## config.mk

```make
export PLATFORM = sky130hd
export DESIGN_NAME = thrc_ram
export DESIGN_NICKNAME = d
export VERILOG_FILES = /design/src/rtl/two_way_hashed_result_cache_core_defines.svh /design/src/rtl/thrc_ram.sv
export SDC_FILE = /design/constraint.sdc
export NUM_CORES = 1
export LEC_CHECK = 0
export BUFFER_PORTS_ARGS = -buffer_cell sky130_fd_sc_hd__buf_4
export CAP_MARGIN = 20
export CORE_UTILIZATION = 58
export CTS_BUF_LIST = sky130_fd_sc_hd__clkbuf_8
export CTS_CLUSTER_SIZE = 20
export DETAILED_ROUTE_END_ITERATION = 10
export GPL_ROUTABILITY_DRIVEN = 0
export PLACE_DENSITY = 0.79
export SLEW_MARGIN = 15
export SYNTH_ARGS = -nofsm -noshare
export SYNTH_HDL_FRONTEND = slang
export SYNTH_SLANG_ARGS = --single-unit
export TNS_END_PERCENT = 50
```

## constraint.sdc

```tcl
create_clock -name clk -period 3.2 [get_ports clk]
set_input_delay 0.16 -clock clk [delete_from_list [all_inputs] [get_ports clk]]
set_output_delay 0.16 -clock clk [all_outputs]
set_load 0.03 [all_outputs]
```

## src/rtl/two_way_hashed_result_cache_core_defines.svh

```systemverilog
// Assertion macros for the hashed result cache core.
// No dependencies; included by files that assert.
`ifndef TWO_WAY_HASHED_RESULT_CACHE_CORE_DEFINES_SVH
`define TWO_WAY_HASHED_RESULT_CACHE_CORE_DEFINES_SVH
`ifndef SYNTH
`define AST_IMPL(label, clk, rst, a, c) \
  label: assert property (@(posedge clk) disable iff (rst) (a) |-> (c)) else $error("impl");
`define AST_NEXT(label, clk, rst, a, c) \
  label: assert property (@(posedge clk) disable iff (rst) (a) |=> (c)) else $error("next");
`else
`define AST_IMPL(label, clk, rst, a, c)
`define AST_NEXT(label, clk, rst, a, c)
`endif
`endif

```

## src/rtl/thrc_ram.sv

```systemverilog
// Generic single-port RAM with registered read.
// No dependencies.
module thrc_ram #(
  parameter int WIDTH = 32,
  parameter int DEPTH = 16
) (
  input  logic                     clk,
  input  logic                     we,
  input  logic [$clog2(DEPTH)-1:0] addr,
  input  logic [WIDTH-1:0]         wdata,
  output logic [WIDTH-1:0]         rdata
);
  logic [WIDTH-1:0] mem [DEPTH];
  always_ff @(posedge clk) begin
    if (we) mem[addr] <= wdata;
    rdata <= mem[addr];
  end
endmodule

```

==> flow_results.org <==
** Timing
- Counting I/O delays and the setup requirement, the final critical path takes 1.67 ns.
- Maximum clock rate :: 0.600 GHz
- The final critical path takes up 52.1% of the cycle.
- For the pin with the worst max-slew slack, the measured transition is just over 1 ns.
- Final number of hold-violating endpoints :: 0
- Max Transition Viols Final :: 0
- Hold is met by 0.203 ns.
- Setup repair after global routing left no endpoint under its margin.
- The worst pin sits at a relative slew slack of between 30% and 40%.
- Setup violations remaining at the end of the flow were counted as 0.
- Summed over all failing endpoints, the final setup total negative slack is 0 ns.
- Final setup skew :: between 0.01 and 0.015 ns

** Global routing
- Pin count of the biggest net entering global routing :: 93
- Total grt overflow :: 0
- Vias in the first global route :: 9928
- Global-route wire length before repair :: 60300 um
- Total track usage :: a little under a quarter
- The initial antenna violation count was 0.

** Power and ir drop
- For this design the total switching power over the nets is 3.11 mW.
- Peak VDD IR :: between 0.4 and 0.5 mV
- Dividing total power by cell area gives a power density of 625 nW/um^2.
- Pint :: ~11 mW
- Combinational logic is responsible for roughly 5.8% of the overall power.
- The analysis attributes to cell leakage a power of 7.71 nW.
- Total power for the finished layout comes to 14.5 mW.
- Of the total power, registers draw 55.2%.
- Fraction of power consumed by the clock network :: 39.0%
- Net switching fraction of the power :: 21.4%

** Route
- Post-detailed-route via-to-cell ratio :: 6.17
- ANT nets after route :: 0
- The detailed router placed 9470 vias in this run.
- The first routing iteration left 993 violations.
- Post-DR wirelength/cell :: 26.0 um
- After detailed routing, the total wire length is 40000 um.
- The pre-antenna-repair detailed-routing pass consisted of 5 iterations.
- After detailed routing, the number of remaining DRC violations is 0.

** CTS
- Clock-pin slew reported for the worst setup and hold paths after clock tree synthesis :: around 0.060 ns
- Cell at the root of the clock tree :: clkbuf_8
- TritonCTS built the clock tree.
- In this run the deepest clock path goes through 3 buffers.
- The H-tree was split into 3 levels.
- The tree built by TritonCTS fans out to between 500 and 600 sinks.
- For the worst-skew pair, the clock arrives at the later sink with an insertion delay of 0.60 ns.
- Buffers added to address setup during post-CTS repair amount to 0.
- Number of buffers created by CTS :: 83

** Layout
- Layout overhead on the synthesized area :: 16.9%
- Antenna Cells :: 0
- The library cell used most frequently in the layout, excluding fill and tap cells, is edfxtp_1.
- Number of nets in the finished design :: ~1100
- Summing all non-filler instances in the final layout gives an area of 23200 um^2.
- In the layout the commonest cells are 512 x edfxtp_1, 128 x mux4_2, 101 x clkbuf_8, 99 x buf_4, 64 x a22oi_1.
- The post-route netlist has 34.7% of its cells at a drive strength greater than 1.

** Worst setup path
- Critical path's slowest cell :: buf_4
- Endpoint required time on the critical path :: ~3.5 ns
- Largest stage delay, worst path :: 0.53 ns
- The critical path in this run is classified as in2reg.
- CP Capture Type :: flip-flop
- Traced cell by cell, the critical path runs through buf_4 > nand2_1 > nor2_4 > buf_12.
- Worst-path maximum fanout :: 44
- Arrival time reported for the critical path endpoint :: 1.95 ns
- The worst setup path is launched from an input pin.

** Floorplan
- Standard-cell row count :: between 60 and 70
- The floorplan step defined a die boundary enclosing 35000 um^2.
- The core region is 33600 um^2.
- The die is 187 um wide.
- The die is roughly 190 um tall.
- Initial core utilization :: 59.1%
- I/O pins :: 70

** Logic synthesis
- The synthesized netlist devotes between 2 and 2.5% of its cell area to compound gates.
- Total number of yosys warnings :: 0
- Synthesized area divided by synthesized cell count :: roughly 24 um^2
- Multiplexer cells account for 14.5% of the synthesized area.
- The synthesized netlist devotes 0% of its cell area to adder and majority cells.
- Cell area after technology mapping :: ~20000 um^2
- Post-synthesis simple-gate area fraction :: 1.27%
- Share of async-settable or async-resettable flops after synthesis :: 0%
- Sequential elements use 80.6% of the synthesized area.
- The synthesized netlist contains 17 unique library cells.
- XOR/XNOR share of the synthesized area :: 0%
- Counting every net in the synthesized netlist gives 878.
- Main combinational cell family by area after synthesis :: multiplexers
- EDFF count, synth :: just over 500
- Synthesis produced a netlist whose cell count is 840.
- Register bit count reported by yosys :: 544
- The most used flip-flop cell after synthesis is edfxtp_1.

** Place
- Total of buffers placed on input and output ports :: 69
- Detailed placement ended at an HPWL of 22200 um.
- The placed instances occupy a cell area of 21200 um^2.

** Flow run
- MaxCap Viol Count :: 0

** Run status
- The flow ran to the end, and the final reports show no timing, DRC or antenna violations.

** Min path
- Kind of path behind the tightest hold check :: in2reg
==> flip-flops by register name (all words and copies together) (netlist names) <==
signal	flops
mem	512
rdata	32
==> Yosys cell counts, types with 2 or more instances <==
library cell	count	share of area, %
edfxtp_1	512	77
buf_2	11	0.28
buf_6	6	0.34
nand2_1	33	0.62
nor3_1	4	0.10
nor2_1	13	0.25
dfxtp_1	32	3.2
nand3b_1	2	0.076
nor2b_1	2	0.063
a22oi_1	64	2.4
nand2b_1	2	0.063
mux4_2	128	15
clkbuf_1	27	0.51
==> worst paths after layout <==
path	slack, ns	endpoint	startpoint	cells past startpoint
max	1.53	mem[3][20]	addr[1]	4
max reg2reg	1.81	rdata[21]	mem[11][21]	3
min	0.20	rdata[14]	addr[3]	4
min reg2reg	0.68	rdata[14]	mem[13][14]	3
==> layer usage <==
metal	part of all wire, %	track usage [%]	vias to the layer above
li1	-	-	3951
met1	40	33.1	4966
met2	50	38.0	492
met3	7.8	4.63	61
met4	1.9	8.35	0
met5	0	0	-
==> repair_timing <==
item                       CTS  global route
hold buffers                32             0
setup endpoints to repair    0             0
resized for setup            0             0
hold endpoints to repair   512             0
==> stage by stage <==
step | setup slack, ns | std cells | utilization (%)
floorplan | -0.202 | 840 | -
global placement | 0.973 | 1349 | 63.1
detailed placement | 0.925 | 1349 | 63.1
CTS | 1.58 | 1536 | 69.1
global route | 1.49 | 1536 | 69.1
finish | 1.53 | 1536 | 69.1
==> kinds of logic after synthesis <==
| group | Yosys count |
|---|---|
| flops | 544 |
| compound gates | 64 |
| mux | 128 |
| simple gates | 59 |
| buf+inv | 45 |
==> layout make-up <==
type / instances / area [um^2]
clock buffers: 100 / 1380
clock inverters: 55 / 325
fillers: 1926 / 10400
multi-input cells: 251 / 3750
flip-flops and latches: 544 / 16000
well taps: 448 / 561
repair buffers: 138 / 1200
==> power groups by stage <==
stage / Combinational (mW) / Sequential [mW] / Clock, mW
after floorplan: 0.384 / 8.25 / 0
after global placement: 0.800 / 8.16 / 0
after detailed placement: 0.819 / 8.17 / 0
after CTS: 0.853 / 8.02 / 5.76
after global routing: 0.899 / 8.03 / 6.07
final: 0.844 / 8.02 / 5.66
==> worst max-delay path, delay by kind of cell <==
kind                   cells  cell delay (ns)
buffers and inverters      2             0.81
AND/OR/NAND/NOR            2             0.92
Power figures use the tool's default switching activity.
