### src/rtl/two_way_hashed_result_cache_core_defines.svh
// Assertion macros for the hashed result cache core.
// No dependencies; included by files that assert.
`ifndef TWO_WAY_HASHED_RESULT_CACHE_CORE_DEFINES_SVH
`define TWO_WAY_HASHED_RESULT_CACHE_CORE_DEFINES_SVH
`ifndef SYNTH
`define AST_IMPL(label, clk, rst, a, c) \
  label: assert property (@(posedge clk) disable iff (rst) (a) |-> (c)) else $error("impl");
`define AST_NEXT(label, clk, rst, a, c) \
  label: assert property (@(posedge clk) disable iff (rst) (a) |=> (c)) else $error("next");
`else
`define AST_IMPL(label, clk, rst, a, c)
`define AST_NEXT(label, clk, rst, a, c)
`endif
`endif

### src/rtl/thrc_pkg.sv
// Shared types and constants of the hashed result cache.
// No dependencies.
package thrc_pkg;
  localparam int MAX_INDEX_BITS_DEF = 12;
  localparam int KEY_WORDS = 7;
  localparam logic [31:0] HASH_SEED = 32'hdeadbeef;
  localparam logic [1:0] REQ_LOOKUP = 2'd0;
  localparam logic [1:0] REQ_ADD    = 2'd1;
  localparam logic [1:0] REQ_FLUSH  = 2'd2;
  localparam logic [1:0] REQ_UNUSED = 2'd3;
  // one step of the hash unit: x = (x op1 y) op2 rotl(z, r); w += v
  typedef enum logic [1:0] {OP_SUB_XOR = 2'd0, OP_XOR_SUB = 2'd1, OP_ADD = 2'd2} hop_t;
  function automatic logic [31:0] rotl(input logic [31:0] x, input logic [4:0] k);
    logic [63:0] d;
    d = {x, x} << k;
    return d[63:32];
  endfunction
endpackage

### src/rtl/thrc_hash.sv
// Iterative lookup3-style hash: one rotate/add/xor step per cycle.
// Depends on thrc_pkg and the core defines header.
`include "two_way_hashed_result_cache_core_defines.svh"
module thrc_hash import thrc_pkg::*; (
  input  logic        clk,
  input  logic        rst,
  input  logic        go,
  input  logic [31:0] k [KEY_WORDS],
  input  logic [30:0] ctx,
  output logic        done,
  output logic [31:0] hash
);
  // step table: 0 load, mix (6 steps x 2 ops) etc; encoded by counter
  logic [31:0] a, b, c;
  logic [5:0]  step;
  logic        run;
  logic [31:0] sa, sb, sc;
  logic [31:0] seed;
  // ctx is only sampled on go
  assign seed = HASH_SEED + {1'b0, ctx};
  assign hash = c;

  // per step: dst (0 a,1 b,2 c), src y, rot src z, r, op
  function automatic logic [4:0] mrot(input logic [2:0] i);
    unique case (i)
      3'd0: return 5'd4;  3'd1: return 5'd6;  3'd2: return 5'd8;
      3'd3: return 5'd16; 3'd4: return 5'd19; default: return 5'd4;
    endcase
  endfunction
  function automatic logic [4:0] frot(input logic [2:0] i);
    unique case (i)
      3'd0: return 5'd14; 3'd1: return 5'd11; 3'd2: return 5'd25;
      3'd3: return 5'd16; 3'd4: return 5'd4;  3'd5: return 5'd14;
      default: return 5'd24;
    endcase
  endfunction
  // target register of a round step: 0 a/c, 1 b/a, 2 c/b
  function automatic logic [1:0] mod3(input logic [2:0] i);
    unique case (i)
      3'd0, 3'd3, 3'd6: return 2'd0;
      3'd1, 3'd4, 3'd7: return 2'd1;
      default: return 2'd2;
    endcase
  endfunction

  // steps: 0 add k0..2; 1..6 mix; 7 add k3..5; 8..13 mix; 14 add k6; 15..21 final
  logic [2:0]  mi;
  logic [1:0]  mm;
  logic [31:0] x, y, xn, w, wn;
  logic [4:0]  r;
  always_comb begin
    sa = a; sb = b; sc = c;
    mi = 3'd0; x = a; y = c; w = c; r = 5'd0;
    if (step >= 6'd15) mi = 3'(step - 6'd15);
    else if (step >= 6'd8) mi = 3'(step - 6'd8);
    else mi = 3'(step - 6'd1);
    mm = mod3(mi);
    // mix rounds cycle targets a,b,c: x -= y; x ^= rotl(y); y += w
    unique case (mm)
      2'd0: begin x = a; y = c; w = b; end
      2'd1: begin x = b; y = a; w = c; end
      default: begin x = c; y = b; w = a; end
    endcase
    r = mrot(mi);
    xn = (x - y) ^ rotl(y, r);
    wn = y + w;
    if (step == 6'd0) begin
      sa = a + k[0]; sb = b + k[1]; sc = c + k[2];
    end else if (step == 6'd7) begin
      sa = a + k[3]; sb = b + k[4] + k[5];
    end else if (step == 6'd14) begin
      sa = a + k[6];
    end else if (step >= 6'd15) begin
      // final: c^=b,-rot(b); a^=c; b^=a; ...
      unique case (mm)
        2'd0: begin x = c; y = b; end
        2'd1: begin x = a; y = c; end
        default: begin x = b; y = a; end
      endcase
      xn = (x ^ y) - rotl(y, frot(mi));
      unique case (mm)
        2'd0: sc = xn;
        2'd1: sa = xn;
        default: sb = xn;
      endcase
    end else begin
      unique case (mm)
        2'd0: begin sa = xn; sc = wn; end
        2'd1: begin sb = xn; sa = wn; end
        default: begin sc = xn; sb = wn; end
      endcase
    end
  end

  always_ff @(posedge clk) begin
    if (rst) begin
      run <= 1'b0; step <= '0; done <= 1'b0;
    end else begin
      done <= 1'b0;
      if (go) begin
        run <= 1'b1; step <= '0;
      end else if (run) begin
        step <= step + 6'd1;
        if (step == 6'd21) begin
          run <= 1'b0; done <= 1'b1;
        end
      end
    end
  end
  always_ff @(posedge clk) begin
    if (go) begin
      a <= seed; b <= seed; c <= seed;
    end else if (run) begin
      a <= sa; b <= sb; c <= sc;
    end
  end

  `AST_NEXT(a_done_ends, clk, rst, done, !run)
  `AST_IMPL(a_step_rng, clk, rst, run, step <= 6'd21)
  `AST_NEXT(a_go_runs, clk, rst, go, run && step == 6'd0)
endmodule

### config.mk
export PLATFORM = sky130hd
export DESIGN_NAME = thrc_hash
export DESIGN_NICKNAME = d
export VERILOG_FILES = /design/src/rtl/thrc_pkg.sv /design/src/rtl/thrc_hash.sv
export VERILOG_INCLUDE_DIRS = /design/src /design/src/rtl
export SDC_FILE = /design/constraint.sdc
export NUM_CORES = 2
export LEC_CHECK = 0
export BUFFER_PORTS_ARGS = -buffer_cell sky130_fd_sc_hd__buf_2
export CELL_PAD_IN_SITES_DETAIL_PLACEMENT = 1
export CELL_PAD_IN_SITES_GLOBAL_PLACEMENT = 2
export CORE_ASPECT_RATIO = 0.6
export CORE_UTILIZATION = 39
export DETAILED_ROUTE_END_ITERATION = 16
export PLACE_DENSITY_LB_ADDON = 0.1
export RECOVER_POWER = 25
export REMOVE_ABC_BUFFERS = 1
export SYNTH_ARGS = -nofsm -noshare
export SYNTH_HDL_FRONTEND = slang
export SYNTH_SLANG_ARGS = --single-unit
### constraint.sdc
create_clock -name clk -period 12.5 [get_ports clk]
set_input_delay 0.625 -clock clk [delete_from_list [all_inputs] [get_ports clk]]
set_output_delay 0.625 -clock clk [all_outputs]
set_load 0.02 [all_outputs]
==> flow_metrics.tcl <==
set metrics [dict create \
    timing_hold_violations_final 0 \
    ir_worst_vdd_uv 139 \
    numCtsBuffers 9 \
    nFillCells 9273 \
    num_vias 36800 \
    detailed_place_hpwl_um 151000 \
    timing.fmax_mhz 94.4 \
    share_of_the_synthesized_area_in_the_top_cell_type_pct 12.6 \
    synthesis.instances 3934 \
    setup-tns-final_ps 0 \
    clock-root-buffer "sky130_fd_sc_hd__clkbuf_16" \
    cell_type_with_the_largest_total_area_after_synthesis "sky130_fd_sc_hd__ha_1" \
    postSynthRegisterBits 104 \
    placementRows 76 \
    vias_in_the_first_global_route 34100 \
    num-nets-final 4755 \
    ioPinCount 291 \
    worst-slew-pin-transition_ps 2700 \
    critPathArrivalTime_ps 10760 \
    synth.top_cells.by_count "sky130_fd_sc_hd__nor2_1, sky130_fd_sc_hd__a21oi_1, sky130_fd_sc_hd__nand2_1, sky130_fd_sc_hd__o21ai_0, sky130_fd_sc_hd__ha_1" \
    layout.cell_area.non_filler_um2 31600 \
    synth.most_common_cell "sky130_fd_sc_hd__nor2_1" \
    slew-limit-headroom_pct -79.7 \
    ctsHoldBuffers 0 \
    netlist_area_um2 28500 \
    wl_per_cell_um 36.1 \
    cp_cell_sequence "ha_1 > xnor2_1 > o22a_1 > nand2_1 > nor2_1 > a21oi_1 > buf_4 > o22a_1 > nor2b_1 > ha_1 > nand3_1 > nor2_1 > a41oi_1 > a22oi_1 > a311oi_1 > a211oi_1 > a21oi_1 > o21ai_1 > a31oi_1 > a211o_1" \
    area_delta_synth_final_pct 11.0 \
    postSynthAreaPerCell_um2 7.24 \
    rsz0062_at_grt "false" \
    timing.setup.critical_path_class "flop to flop" \
    violations "capacitance limit, slew limit" \
    post_cts_setup_buffer_count 0 \
    synth-async-reset-ratio_pct 0 \
    post_cts.resized_instances 0 \
    placed_cell_count 5134 \
    antenna_violations_before_repair 7 \
    vias_per_cell 7.13 \
    die_w_um 351 \
    crit_path_end_kind "flop" \
    grt_max_degree 63 \
    synth_area_leaders "sky130_fd_sc_hd__ha_1, sky130_fd_sc_hd__edfxtp_1, sky130_fd_sc_hd__a21oi_1, sky130_fd_sc_hd__xnor2_1, sky130_fd_sc_hd__nor2_1" \
    floorplan.die.height_um 211 \
    timing.max_cap.violations 4 \
    grtUsageTotal_pct 48.9 \
    dieArea_um2 74100 \
    design_power_total_mw 8.98 \
    postRouteAntennaNets 0 \
    clock_path_buffers 2 \
    status "complete, but fails checks" \
    port_buffers 290 \
    clk-insertion-delay-late_ps 400 \
    clock_sink_count 104 \
    layout_worst_path_cycle_share_pct 84.8 \
    power_density_nw_per_um2 284 \
    first_pass_grt_wire_length_um 259000 \
    p_leak_nw 13.2 \
    synth.lib_cells_used.distinct 107 \
    routability_congestion_estimate 1.13 \
    endpoint_required_time_on_the_critical_path_ps 12660 \
    cp_slowest_cell "sky130_fd_sc_hd__a21oi_1" \
    synth_flop_cell "sky130_fd_sc_hd__edfxtp_1" \
    worst_hold_path_type "primary input to flop" \
    cts_tree "built" \
    finalWirelength_um 186000 \
    critical-path-max-stage-delay_ps 1290 \
    clock_skew_ps 12.6 \
    seq_area_frac_synth_pct 10.7 \
    timing.final.setup_violations 0 \
    total_gr_overflow 0 \
    core-area_um2 72000 \
    detail_route.first_pass.iterations 7 \
    yosysWarningCount 0 \
    detail_route.drc_violations 0 \
    place_area_um2 31400 \
    start_util_pct 39.6 \
    post_layout_nonfiller_instances 5158 \
    kind_of_start_point_of_the_critical_path "flop" \
    slew_violations 124 \
    synth-edff-count 96 \
    drtIter0Drc 5990 \
    cts_max_level 3 \
    drive_above_1_share_pct 12.3 \
    clkSlewWorstSetupHoldPaths_ps 90 \
    timing.critical_path.fanout_max 41 \
    finalCriticalPeriod_ps 10600 \
]
[worst paths after layout]
kind,start,endpoint,slack [ps],cells past startpoint
hold / removal,rst,run,450,2
setup / recovery,step[0],b[29],1900,20
hold reg to reg,step[1],step[1],610,2
setup reg to reg,step[0],b[29],1900,20
[per-stage QoR]
stage / setup slack (ps) / hold WS (ps) / util [%]
floorplan: 3420 / 541 / -
global placement: 3540 / 617 / 43.6
detailed placement: 3160 / 584 / 43.6
CTS: 3140 / 441 / 44.0
global route: 1960 / 465 / 43.9
finish: 1900 / 447 / 43.9
[per-layer routing]
| metal | up-vias | routed length (um) | track usage [%] | share of wire, % |
|---|---|---|---|---|
| met3 | 551 | 30700 | 23.1 | 16 |
| met2 | 2837 | 66400 | 61.5 | 36 |
| met1 | 17900 | 78800 | 68.3 | 42 |
| li1 | 15500 | - | - | - |
| met4 | 14 | 10400 | 22.3 | 5.6 |
| met5 | - | 218 | 1.05 | 0.12 |
[logic make-up (layout without fill, tap and decap cells)]
kind of cell,count (synthesis),after routing,share of synthesized area [%]
AO/OA/AOI/OAI,1607,1607,38.0
AND/OR/NAND/NOR,1198,1198,19.2
buffers and inverters,332,573,4.83
adder cells (fa/ha/maj),327,327,15.4
XOR/XNOR,295,295,9.17
flip-flops,104,104,10.7
multiplexers,71,71,2.66
other,0,8,0
[cell type report]
| cell class | count | area, um2 | share of cell area (%) |
|---|---|---|---|
| diodes | 8 | 20.0 | 0.0634 |
| inverters | 138 | 518 | 1.64 |
| clock inverters | 7 | 76.3 | 0.242 |
| repair buffers | 419 | 2350 | 7.44 |
| flip-flops and latches | 104 | 3040 | 9.63 |
| well taps | 975 | 1220 | 3.86 |
| clock buffers | 9 | 225 | 0.713 |
| multi-input cells | 3498 | 24100 | 76.4 |
[where the power goes]
part | leakage [nW] | switching (mW) | internal, mW
sequential | 1.04 | 0.349 | 0.521
combinational | 12.0 | 5.14 | 2.63
clock | 0.148 | 0.176 | 0.158
total | 13.2 | 5.67 | 3.31
[critical path, delay by kind of cell (launching register included)]
kind	cells	cell delay, ps
flops	1	520
simple gates	5	3270
xor+xnor	1	220
compound gates	11	4770
fa+ha+maj	2	880
buf+inv	1	620
[layout by cell type, fill, tap and decap left out, types with 60 or more instances in the layout]
| cell type | n |
|---|---|
| sky130_fd_sc_hd__o21ai_0 | 287 |
| sky130_fd_sc_hd__a21o_1 | 104 |
| sky130_fd_sc_hd__o211ai_1 | 76 |
| sky130_fd_sc_hd__nand3_1 | 90 |
| sky130_fd_sc_hd__o22ai_1 | 78 |
| sky130_fd_sc_hd__a211oi_1 | 74 |
| sky130_fd_sc_hd__xnor2_1 | 201 |
| sky130_fd_sc_hd__a31oi_1 | 60 |
| sky130_fd_sc_hd__nand2_1 | 344 |
| sky130_fd_sc_hd__nor3_1 | 93 |
| sky130_fd_sc_hd__inv_1 | 137 |
| sky130_fd_sc_hd__o221ai_1 | 61 |
| sky130_fd_sc_hd__o21a_1 | 68 |
| sky130_fd_sc_hd__buf_2 | 264 |
| sky130_fd_sc_hd__buf_4 | 119 |
| sky130_fd_sc_hd__nor2_1 | 405 |
| sky130_fd_sc_hd__a21oi_1 | 392 |
| sky130_fd_sc_hd__edfxtp_1 | 96 |
| sky130_fd_sc_hd__xor2_1 | 92 |
| sky130_fd_sc_hd__ha_1 | 287 |
[sequential cells by signal (all words and copies together) (netlist names)]
signal and flops:
done 1, b 32, run 1, a 32
step 6, hash 32
No activity file was read; power rests on OpenSTA's default activity.
